[src/rtl/core/mfc_pkg.sv]
// Package with the constants and types of the meter frame checker.
package mfc_pkg;

  localparam int unsigned AddressBytes = 6;
  localparam int unsigned AddrW        = 8 * AddressBytes;
  localparam int unsigned MeterAddrW   = 48;
  localparam int unsigned PosW         = 4;
  localparam int unsigned CfgIdxW      = 2;

  localparam logic [PosW-1:0] PosMax       = 4'd15;
  localparam logic [PosW-1:0] MinFrameLen  = 4'd7;
  localparam logic [PosW-1:0] FramePos     = PosW'(AddressBytes + 1);
  localparam logic [PosW-1:0] ControlPos   = PosW'(AddressBytes + 2);
  localparam logic [7:0]      StartCode    = 8'h68;
  localparam logic [7:0]      StopCode     = 8'h16;
  localparam int unsigned     DirSlaveBit  = 7;

  typedef enum logic [CfgIdxW-1:0] {
    CfgMeterAddress  = 2'd0,
    CfgAddrCheckEn   = 2'd1
  } cfg_index_e;

  typedef enum logic [2:0] {
    StatOk        = 3'd0,
    StatShort     = 3'd1,
    StatFraming   = 3'd2,
    StatChecksum  = 3'd3,
    StatDirection = 3'd4,
    StatAddress   = 3'd5
  } status_e;

endpackage

[src/rtl/core/meter_frame_checker_top.sv]
// Byte-serial validity checker for meter frames with one status per frame.
//
// Frame bytes enter on the input channel (in_valid_i / in_ready_o), one byte
// per request, with last_byte_i set on the final byte of each frame. For every
// final byte the block returns one result request on the output channel
// (out_valid_o / out_ready_i) carrying the status code and the control byte.
// Bytes that are not final produce no result.
// The configuration channel (cfg_valid_i / cfg_ready_o) writes the meter
// address (index 0) and the address check enable (index 1); it is always
// ready and is meant to be used while no frame is in flight.
// A byte is held in an input register and then folded into the running frame
// state by a single stage of logic. The result is registered from the input
// register once the final byte advances, and one byte is taken in every
// cycle as long as the output register is free or being drained.
// When the receiver stalls, a pending final byte waits in the input register
// and further bytes are refused; bytes that are not final keep flowing.
// Reset clears the frame state and the output, sets the meter address to zero
// and enables the address check.
module meter_frame_checker_top (
  input  logic                            clk_i,
  input  logic                            rst_ni,
  input  logic                            in_valid_i,
  output logic                            in_ready_o,
  input  logic [7:0]                      frame_byte_i,
  input  logic                            last_byte_i,
  output logic                            out_valid_o,
  input  logic                            out_ready_i,
  output logic [2:0]                      status_o,
  output logic [7:0]                      control_code_o,
  input  logic                            cfg_valid_i,
  output logic                            cfg_ready_o,
  input  logic [mfc_pkg::CfgIdxW-1:0]     cfg_index_i,
  input  logic [mfc_pkg::MeterAddrW-1:0]  cfg_data_i
);
  import mfc_pkg::*;

  logic                  in_valid_q;
  logic [7:0]            byte_q;
  logic                  last_q;
  logic                  adv;

  logic [MeterAddrW-1:0] meter_addr_q;
  logic                  addr_chk_en_q;

  logic [PosW-1:0]       pos_q, pos_d;
  logic [7:0]            lsum_q, lsum_d;
  logic [7:0]            older_q, older_d;
  logic [7:0]            newer_q, newer_d;
  logic [1:0]            start_ok_q, start_ok_d;
  logic [7:0]            ctrl_q, ctrl_d;
  logic [AddrW-1:0]      addr_q, addr_d;

  logic                  out_valid_q;
  status_e               status_q, status_d;
  logic [7:0]            ctrl_out_q;
  logic [AddrW-1:0]      meter_cmp;

  assign cfg_ready_o = 1'b1;
  assign adv         = in_valid_q && (!last_q || !out_valid_q || out_ready_i);
  assign in_ready_o  = !in_valid_q || adv;

  always_ff @(posedge clk_i or negedge rst_ni) begin
    if (!rst_ni) begin
      meter_addr_q  <= '0;
      addr_chk_en_q <= 1'b1;
    end else if (cfg_valid_i && cfg_ready_o) begin
      case (cfg_index_i)
        CfgMeterAddress: meter_addr_q  <= cfg_data_i;
        CfgAddrCheckEn:  addr_chk_en_q <= cfg_data_i[0];
        default: ;
      endcase
    end
  end

  always_ff @(posedge clk_i or negedge rst_ni) begin
    if (!rst_ni) begin
      in_valid_q <= 1'b0;
    end else if (in_ready_o) begin
      in_valid_q <= in_valid_i;
    end
  end

  always_ff @(posedge clk_i) begin
    if (in_valid_i && in_ready_o) begin
      byte_q <= frame_byte_i;
      last_q <= last_byte_i;
    end
  end

  // Extra address bytes beyond the configured width compare with zero.
  always_comb begin
    meter_cmp = '0;
    for (int i = 0; i < AddrW && i < MeterAddrW; i++) begin
      meter_cmp[i] = meter_addr_q[i];
    end
  end

  always_comb begin
    logic [7:0]      sum_chk;
    logic [AddrW-1:0] addr_n;
    logic [1:0]      ok_n;
    logic [7:0]      ctrl_n;
    sum_chk = lsum_q + older_q;
    ok_n    = start_ok_q;
    ctrl_n  = ctrl_q;
    addr_n  = addr_q;
    if (pos_q == '0 && byte_q == StartCode) begin
      ok_n[0] = 1'b1;
    end
    if (pos_q == FramePos && byte_q == StartCode) begin
      ok_n[1] = 1'b1;
    end
    if (pos_q == ControlPos) begin
      ctrl_n = byte_q;
    end
    for (int i = 0; i < AddressBytes; i++) begin
      if (pos_q == PosW'(i + 1)) begin
        addr_n[8*i +: 8] = byte_q;
      end
    end

    if (pos_q < MinFrameLen - 4'd1) begin
      status_d = StatShort;
    end else if (ok_n != 2'b11 || byte_q != StopCode) begin
      status_d = StatFraming;
    end else if (sum_chk != newer_q) begin
      status_d = StatChecksum;
    end else if (ctrl_n[DirSlaveBit]) begin
      status_d = StatDirection;
    end else if (addr_chk_en_q && addr_n != meter_cmp) begin
      status_d = StatAddress;
    end else begin
      status_d = StatOk;
    end

    if (last_q) begin
      pos_d      = '0;
      lsum_d     = '0;
      older_d    = '0;
      newer_d    = '0;
      start_ok_d = '0;
      ctrl_d     = '0;
      addr_d     = '0;
    end else begin
      pos_d      = (pos_q == PosMax) ? PosMax : pos_q + 4'd1;
      lsum_d     = sum_chk;
      older_d    = newer_q;
      newer_d    = byte_q;
      start_ok_d = ok_n;
      ctrl_d     = ctrl_n;
      addr_d     = addr_n;
    end
  end

  always_ff @(posedge clk_i or negedge rst_ni) begin
    if (!rst_ni) begin
      pos_q      <= '0;
      lsum_q     <= '0;
      older_q    <= '0;
      newer_q    <= '0;
      start_ok_q <= '0;
      ctrl_q     <= '0;
      addr_q     <= '0;
    end else if (adv) begin
      pos_q      <= pos_d;
      lsum_q     <= lsum_d;
      older_q    <= older_d;
      newer_q    <= newer_d;
      start_ok_q <= start_ok_d;
      ctrl_q     <= ctrl_d;
      addr_q     <= addr_d;
    end
  end

  always_ff @(posedge clk_i or negedge rst_ni) begin
    if (!rst_ni) begin
      out_valid_q <= 1'b0;
    end else if (adv && last_q) begin
      out_valid_q <= 1'b1;
    end else if (out_ready_i) begin
      out_valid_q <= 1'b0;
    end
  end

  always_ff @(posedge clk_i) begin
    if (adv && last_q) begin
      status_q   <= status_d;
      ctrl_out_q <= (pos_q > ControlPos) ? ctrl_q :
                    (pos_q == ControlPos) ? byte_q : 8'h00;
    end
  end

  assign out_valid_o    = out_valid_q;
  assign status_o       = status_q;
  assign control_code_o = ctrl_out_q;

  a_result_from_last: assert property (@(posedge clk_i) disable iff (!rst_ni)
    $rose(out_valid_q) |-> $past(in_valid_q && last_q))
    else $error("result appeared without a final byte");

  a_final_waits: assert property (@(posedge clk_i) disable iff (!rst_ni)
    (in_valid_q && last_q && out_valid_q && !out_ready_i) |=> in_valid_q && last_q)
    else $error("final byte dropped while result stalled");

  a_frame_cleared: assert property (@(posedge clk_i) disable iff (!rst_ni)
    (adv && last_q) |=> (pos_q == '0 && lsum_q == '0 && start_ok_q == '0))
    else $error("frame state not cleared after final byte");

  a_no_overwrite: assert property (@(posedge clk_i) disable iff (!rst_ni)
    (out_valid_q && !out_ready_i) |-> !(adv && last_q))
    else $error("pending result overwritten");

endmodule
[config.mk]
export PLATFORM = sky130hd
export DESIGN_NAME = meter_frame_checker_top
export DESIGN_NICKNAME = d
export VERILOG_FILES = /design/src/rtl/core/mfc_pkg.sv /design/src/rtl/core/meter_frame_checker_top.sv
export SDC_FILE = /design/constraint.sdc
export NUM_CORES = 1
export LEC_CHECK = 0
export BUFFER_PORTS_ARGS = -buffer_cell sky130_fd_sc_hd__buf_2
export CAP_MARGIN = 5
export CORE_MARGIN = 5
export CORE_UTILIZATION = 35
export DETAILED_ROUTE_END_ITERATION = 8
export PLACE_DENSITY = 0.64
export RECOVER_POWER = 100
export SYNTH_ARGS = -nofsm -noshare
export SYNTH_HDL_FRONTEND = slang
export SYNTH_SLANG_ARGS = --single-unit
[constraint.sdc]
create_clock -name clk_i -period 3 [get_ports clk_i]
set_input_delay 0.15 -clock clk_i [delete_from_list [all_inputs] [get_ports clk_i]]
set_output_delay 0.15 -clock clk_i [all_outputs]
set_load 0.005 [all_outputs]
==> impl_metrics.env, run 1 <==
export IMPL_status="finished with violations"
export IMPL_failed_checks="max-capacitance violations, max-slew violations, negative setup slack"
export IMPL_powerDensity_mw_per_mm2=598
export IMPL_min_path_cells=3
export IMPL_dp_cells=1251
export IMPL_die_h_um=165
export IMPL_timing_fmax_mhz=329
export IMPL_fin_ws_ps=-43.9
export IMPL_relSlewSlack_pct=-16.3
export IMPL_avgSynthCellArea_um2=9.82
export IMPL_vias=7268
export IMPL_maxCapViolCount=1
export IMPL_cp_max_fo=11
export IMPL_grt_usage_pct=19.4
export IMPL_post_synth_num_cell_types=76
export IMPL_final_common_cell="nand2_1"
export IMPL_seqPwrFrac_pct=42.8
export IMPL_synth_seq_area_share_pct=48.2
export IMPL_clock_skew_ps=15.5
export IMPL_comb_power_share_pct=23.3
export IMPL_clkPwrFrac_pct=33.9
export IMPL_finalMaxSlewViolations=71
export IMPL_instances_no_fill=1352
export IMPL_n_antenna_cell=0
export IMPL_r2r_setup_slack_ps=-40
export IMPL_fp_dieArea_mm2=0.0271
export IMPL_yosys_most_used_dff="dfrtp_1"
export IMPL_p_leak_nw=4.60
export IMPL_hold_end="addr_chk_en_q$_DFFE_PN1P_"
export IMPL_hold_viol=0
export IMPL_synth_cells=851
export IMPL_startpoint_type="flip-flop"
export IMPL_nFillCells=2234
export IMPL_core_area_mm2=0.0235
export IMPL_wl_per_cell_um=19.0
export IMPL_drt_pass1_iter_count=6
export IMPL_clockBufferDepth=2
export IMPL_power_switching_mw=1.95
export IMPL_regToRegEndpoint="status_o[0]$_SDFFCE_PP1P_"
export IMPL_ir_worst_vdd_uv=382
export IMPL_synth_edf_count=20
export IMPL_criticalPathCategory="flip-flop to flip-flop"
export IMPL_routed_via_density=5.38
export IMPL_root_buffer="clkbuf_16"
export IMPL_drt_wl_total_mm=25.7
export IMPL_design_area_mm2=0.0106
export IMPL_reg2reg_from="pos_q[0]$_DFFE_PN0P_"
export IMPL_grt_pass1_vias=7114
export IMPL_cts_num_sinks=157
export IMPL_h_tree_depth=4
export IMPL_grt_max_degree=71
export IMPL_num_nets_final=1096
export IMPL_required_ps=3190
export IMPL_antenna_found_initial=0
export IMPL_dpl_cell_area_mm2=0.00932
export IMPL_die_x_um=165
export IMPL_syn_nets=927
export IMPL_drcViolationCount=0
export IMPL_min_path_type="primary input to flip-flop"
export IMPL_cts_tree="yes"
export IMPL_cts_buffers=17
export IMPL_holdCritStartpoint="cfg_valid_i"
export IMPL_syn_area_mm2=0.00836
export IMPL_rr_worst_depth=9
export IMPL_cp_arrival_ps=3230
export IMPL_start_util_pct=35.6
export IMPL_drive_gt1_share_pct=21.7
export IMPL_swShare_pct=30.7
export IMPL_async_flop_share_pct=87.3
export IMPL_dp_final_hpwl_mm=18.1
export IMPL_post_route_min_period_ps=3040
export IMPL_drt_iter0_markers=772
export IMPL_final_cell_mix="142 x nand2_1, 133 x dfrtp_1, 100 x o21ai_0, 64 x buf_2, 60 x dlygate4sd3_1"
export IMPL_grt_pass1_wl_mm=40.2
export IMPL_clk_pin_slew_worst_paths_ps=60
export IMPL_rows=56
export IMPL_portBuffers=76
export IMPL_antenna_left=0
export IMPL_yosys_register_bits=157
export IMPL_yosys_warnings=0
export IMPL_routabilityCongestion=0.947
export IMPL_num_io_pins=78
export IMPL_clk_latency_ps=440
export IMPL_setup_viol=1
export IMPL_tightest_slew_ps=1740
export IMPL_syn_to_final_growth_pct=27.3
export IMPL_grt_overflow=0
export IMPL_period_share_pct=101
export IMPL_critPathCaptureType="flip-flop"
export IMPL_p_int_mw=4.41
export IMPL_rsz0062_at_grt="yes"
## through the flow
step | util (%) | power (mW) | hold slack, ps | setup WS [ps] | TNS (ps)
2_1_floorplan | - | 3.53 | -146 | 53.8 | 0
3_3_place_gp | 39.7 | 4.05 | 204 | -114 | -170
3_5_place_dp | 39.7 | 4.07 | 199 | -101 | -115
4_1_cts | 45.0 | 6.32 | 64.0 | 10.4 | 0
5_1_grt | 45.3 | 6.67 | 85.1 | -73.0 | -80.6
6_report | 45.3 | 6.36 | 75.7 | -43.9 | -43.9
## how the worst max path moves through the flow
stage / endpoint / start / cells past startpoint / slack (ps)
floorplan: status_o[0]$_SDFFCE_PP1P_ / lsum_q[0]$_DFFE_PN0P_ / 10 / 50
global placement: status_o[0]$_SDFFCE_PP1P_ / lsum_q[0]$_DFFE_PN0P_ / 11 / -110
detailed placement: status_o[0]$_SDFFCE_PP1P_ / lsum_q[0]$_DFFE_PN0P_ / 11 / -100
CTS: status_o[2]$_SDFFCE_PP0P_ / pos_q[1]$_DFFE_PN0P_ / 12 / 10
global route: status_o[0]$_SDFFCE_PP1P_ / older_q[0]$_DFFE_PN0P_ / 11 / -70
finish: status_o[0]$_SDFFCE_PP1P_ / pos_q[0]$_DFFE_PN0P_ / 9 / -40
## timing repair
action / in CTS / in global routing
endpoints found under the hold margin: 127 / 0
endpoints found under the setup margin: 2 / 2
hold buffers: 60 / 0
pin swaps: 10 / 4
resized for setup: 11 / 19
buffers inserted: 1 / 9
## worst max-delay path, cell delays in order (launching register included)
cell	delay, ps
dfrtp_2	440
inv_2	90
ha_2	200
or3b_4	490
a221oi_2	190
a21oi_1	70
nor4_1	390
nand4_1	220
or3_4	440
a211o_1	260
## metal layers
metal,part of all wire (%),up-vias,global-route usage [%]
li1,-,3382,-
met1,44,3523,26.6
met2,46,306,30.4
met3,7.2,57,4.29
met4,2.9,0,6.81
met5,0,-,0
## registers in the layout, indices dropped and copies added, names as in the netlist
register	count
meter_addr_q	48
older_q	8
addr_chk_en_q	1
control_code_o	8
out_valid_o	1
in_valid_q	1
status_o	3
byte_q	8
addr_q	48
ctrl_q	8
start_ok_q	2
lsum_q	8
pos_q	4
last_q	1
newer_q	8
## cells in the mapped netlist (6+ instances only)
library cell	n	area, um2
xnor2_1	10	87.6
xor2_1	23	201
ha_1	11	138
o221ai_1	7	61.3
mux2_2	42	473
or3_1	8	50.1
nand2b_1	19	119
inv_1	45	169
clkbuf_1	29	109
nor3_1	6	30.0
a21oi_1	30	150
o2111ai_1	7	61.3
nor2b_1	9	56.3
nor3b_1	6	45.0
buf_2	6	30.0
edfxtp_1	20	601
o21ai_0	95	475
nand3b_1	19	143
and3_1	15	93.8
nand2_1	143	537
nand3_1	13	65.1
dfrtp_1	136	3400
o21ai_1	6	30.0
mux2i_1	14	140
nor2_1	21	78.8
## final cells by class
class                      instances  area [um2]  share of cell area (%)
clock buffer                      24         513                    4.82
timing repair buffer             194        1380                    13.0
inverter                          45         169                    1.59
multi-input combinational        605        4060                    38.2
clock inverter                     8        81.3                   0.764
sequential                       157        4030                    37.9
tap                              319         399                    3.75
## power by group through the flow
stage | Clock, mW | Combinational, mW | Sequential [mW]
floorplan | 0 | 0.900 | 2.63
global route | 2.29 | 1.62 | 2.76
CTS | 2.18 | 1.42 | 2.72
finish | 2.16 | 1.48 | 2.72
detailed placement | 0 | 1.33 | 2.75
global placement | 0 | 1.31 | 2.74
## cells by family after synthesis
kind of cell,Yosys count,synth area share (%)
simple gates,292,18.2
xor+xnor,35,4.00
fa+ha+maj,12,1.89
mux,56,7.33
buf+inv,89,4.49
compound gates,209,15.9
other cells,1,0.0449
flops,157,48.2
(Power assumes the default switching activity.)
==> run 2, diff against run 1 <==
- PLACE_DENSITY: 0.64 -> 0.62
- clock period: 3 -> 3.1 ns (I/O delays scaled with it)
==> impl_metrics.env, run 2 (same netlist as run 1, synthesis figures left out) <==
export IMPL_syn_to_final_growth_pct=25.3
export IMPL_p_int_mw=4.15
export IMPL_core_area_mm2=0.0235
export IMPL_num_nets_final=1082
export IMPL_root_buffer="clkbuf_16"
export IMPL_maxCapViolCount=0
export IMPL_hold_viol=0
export IMPL_period_share_pct=96.7
export IMPL_relSlewSlack_pct=9.13
export IMPL_clock_skew_ps=10.3
export IMPL_cts_tree="yes"
export IMPL_fp_dieArea_mm2=0.0271
export IMPL_clk_pin_slew_worst_paths_ps=60
export IMPL_vias=7218
export IMPL_clk_latency_ps=430
export IMPL_min_path_type="primary input to flip-flop"
export IMPL_seqPwrFrac_pct=43.6
export IMPL_drt_pass1_iter_count=6
export IMPL_hold_end="meter_addr_q[32]$_DFFE_PN0P_"
export IMPL_regToRegEndpoint="status_o[0]$_SDFFCE_PP1P_"
export IMPL_clockBufferDepth=2
export IMPL_r2r_setup_slack_ps=100
export IMPL_clkPwrFrac_pct=33.8
export IMPL_finalMaxSlewViolations=0
export IMPL_cp_max_fo=14
export IMPL_wl_per_cell_um=19.3
export IMPL_cts_buffers=17
export IMPL_criticalPathCategory="flip-flop to flip-flop"
export IMPL_swShare_pct=31.5
export IMPL_required_ps=3280
export IMPL_grt_max_degree=66
export IMPL_tightest_slew_ps=1360
export IMPL_dp_final_hpwl_mm=18.1
export IMPL_drcViolationCount=0
export IMPL_h_tree_depth=4
export IMPL_grt_overflow=0
export IMPL_routabilityCongestion=0.991
export IMPL_ir_worst_vdd_uv=360
export IMPL_status="finished, final reports clean"
export IMPL_largestRegisters="addr_q (48), meter_addr_q (48)"
export IMPL_start_util_pct=35.6
export IMPL_die_h_um=165
export IMPL_post_route_min_period_ps=3000
export IMPL_p_leak_nw=4.55
export IMPL_final_common_cell="nand2_1"
export IMPL_holdCritStartpoint="cfg_data_i[32]"
export IMPL_routed_via_density=5.39
export IMPL_setup_viol=0
export IMPL_drt_iter0_markers=566
export IMPL_reg2reg_from="pos_q[3]$_DFFE_PN0P_"
export IMPL_rows=56
export IMPL_portBuffers=76
export IMPL_die_x_um=165
export IMPL_rr_worst_depth=9
export IMPL_grt_pass1_vias=7224
export IMPL_power_switching_mw=1.91
export IMPL_min_path_cells=2
export IMPL_cp_arrival_ps=3180
export IMPL_startpoint_type="flip-flop"
export IMPL_grt_usage_pct=19.5
export IMPL_timing_fmax_mhz=334
export IMPL_cts_num_sinks=157
export IMPL_drive_gt1_share_pct=20.0
export IMPL_dp_cells=1246
export IMPL_grt_pass1_wl_mm=40.6
export IMPL_num_io_pins=78
export IMPL_instances_no_fill=1338
export IMPL_n_antenna_cell=0
export IMPL_setup_tns_ps=0
export IMPL_antenna_found_initial=0
export IMPL_critPathCaptureType="flip-flop"
export IMPL_final_cell_mix="143 x nand2_1, 135 x dfrtp_1, 96 x o21ai_0, 64 x buf_2, 59 x dlygate4sd3_1"
export IMPL_powerDensity_mw_per_mm2=579
export IMPL_antenna_left=0
export IMPL_comb_power_share_pct=22.6
export IMPL_drt_wl_total_mm=25.8
## run 2: final cells by class
cell class	count	area (um2)
Clock buffer	21	460
Timing Repair Buffer	180	1280
Sequential cell	157	4030
Clock inverter	11	109
Tap cell	319	399
Inverter	45	169
Multi-Input combinational cell	605	4030
Fill cell	2258	13000
## run 2: how the worst max path moves through the flow
stage,startpoint,depth (start not counted),end
final,pos_q[3]$_DFFE_PN0P_,9,status_o[0]$_SDFFCE_PP1P_
after global routing,pos_q[0]$_DFFE_PN0P_,10,status_o[0]$_SDFFCE_PP1P_
after CTS,lsum_q[0]$_DFFE_PN0P_,11,status_o[0]$_SDFFCE_PP1P_
after detailed placement,lsum_q[0]$_DFFE_PN0P_,11,status_o[0]$_SDFFCE_PP1P_
after global placement,lsum_q[0]$_DFFE_PN0P_,11,status_o[0]$_SDFFCE_PP1P_
after floorplan,lsum_q[0]$_DFFE_PN0P_,10,status_o[0]$_SDFFCE_PP1P_
## run 2: per-stage QoR
stage | instance area [um2] | util [%] | hold slack (ps) | power, mW | setup slack [ps]
after floorplan | 8360 | - | -141 | 3.42 | 154
after global placement | 9290 | 39.6 | 135 | 3.91 | -25.7
after detailed placement | 9290 | 39.6 | 134 | 3.94 | -11.9
after CTS | 10500 | 44.5 | 2.09 | 6.05 | 6.69
after global routing | 10500 | 44.6 | 6.67 | 6.34 | -9.94
final | 10500 | 44.6 | 6.01 | 6.06 | 102
## run 2: timing repair
action / CTS / global route
hold endpoints to repair: 106 / 0
endpoints found under the setup margin: 1 / 2
pin swaps: 1 / 10
setup buffers: 0 / 1
resized for setup: 1 / 20
hold buffers: 59 / 0
## run 2: metal layers
metal,vias up,wire length [um],GRT usage [%]
li1,3346,-,-
met1,3545,11400,26.8
met2,274,11800,30.7
met3,53,1880,4.02
met4,0,770,6.96
met5,-,0,0
## run 2: worst max-delay path, stage by stage (launching register included)
cell and delay [ps]:
dfrtp_1 710, buf_4 240, nor3b_4 60, buf_4 160, o21ai_0 90, o2111ai_1 160
a2111oi_1 420, nand4b_1 230, or3_4 430, a211o_1 260
## run 2: power by group through the flow
stage	sequential (mW)	combinational [mW]	clock (mW)
after floorplan	2.55	0.871	0
after global placement	2.66	1.25	0
after detailed placement	2.67	1.27	0
after CTS	2.63	1.34	2.08
after global routing	2.67	1.50	2.17
final	2.64	1.37	2.05
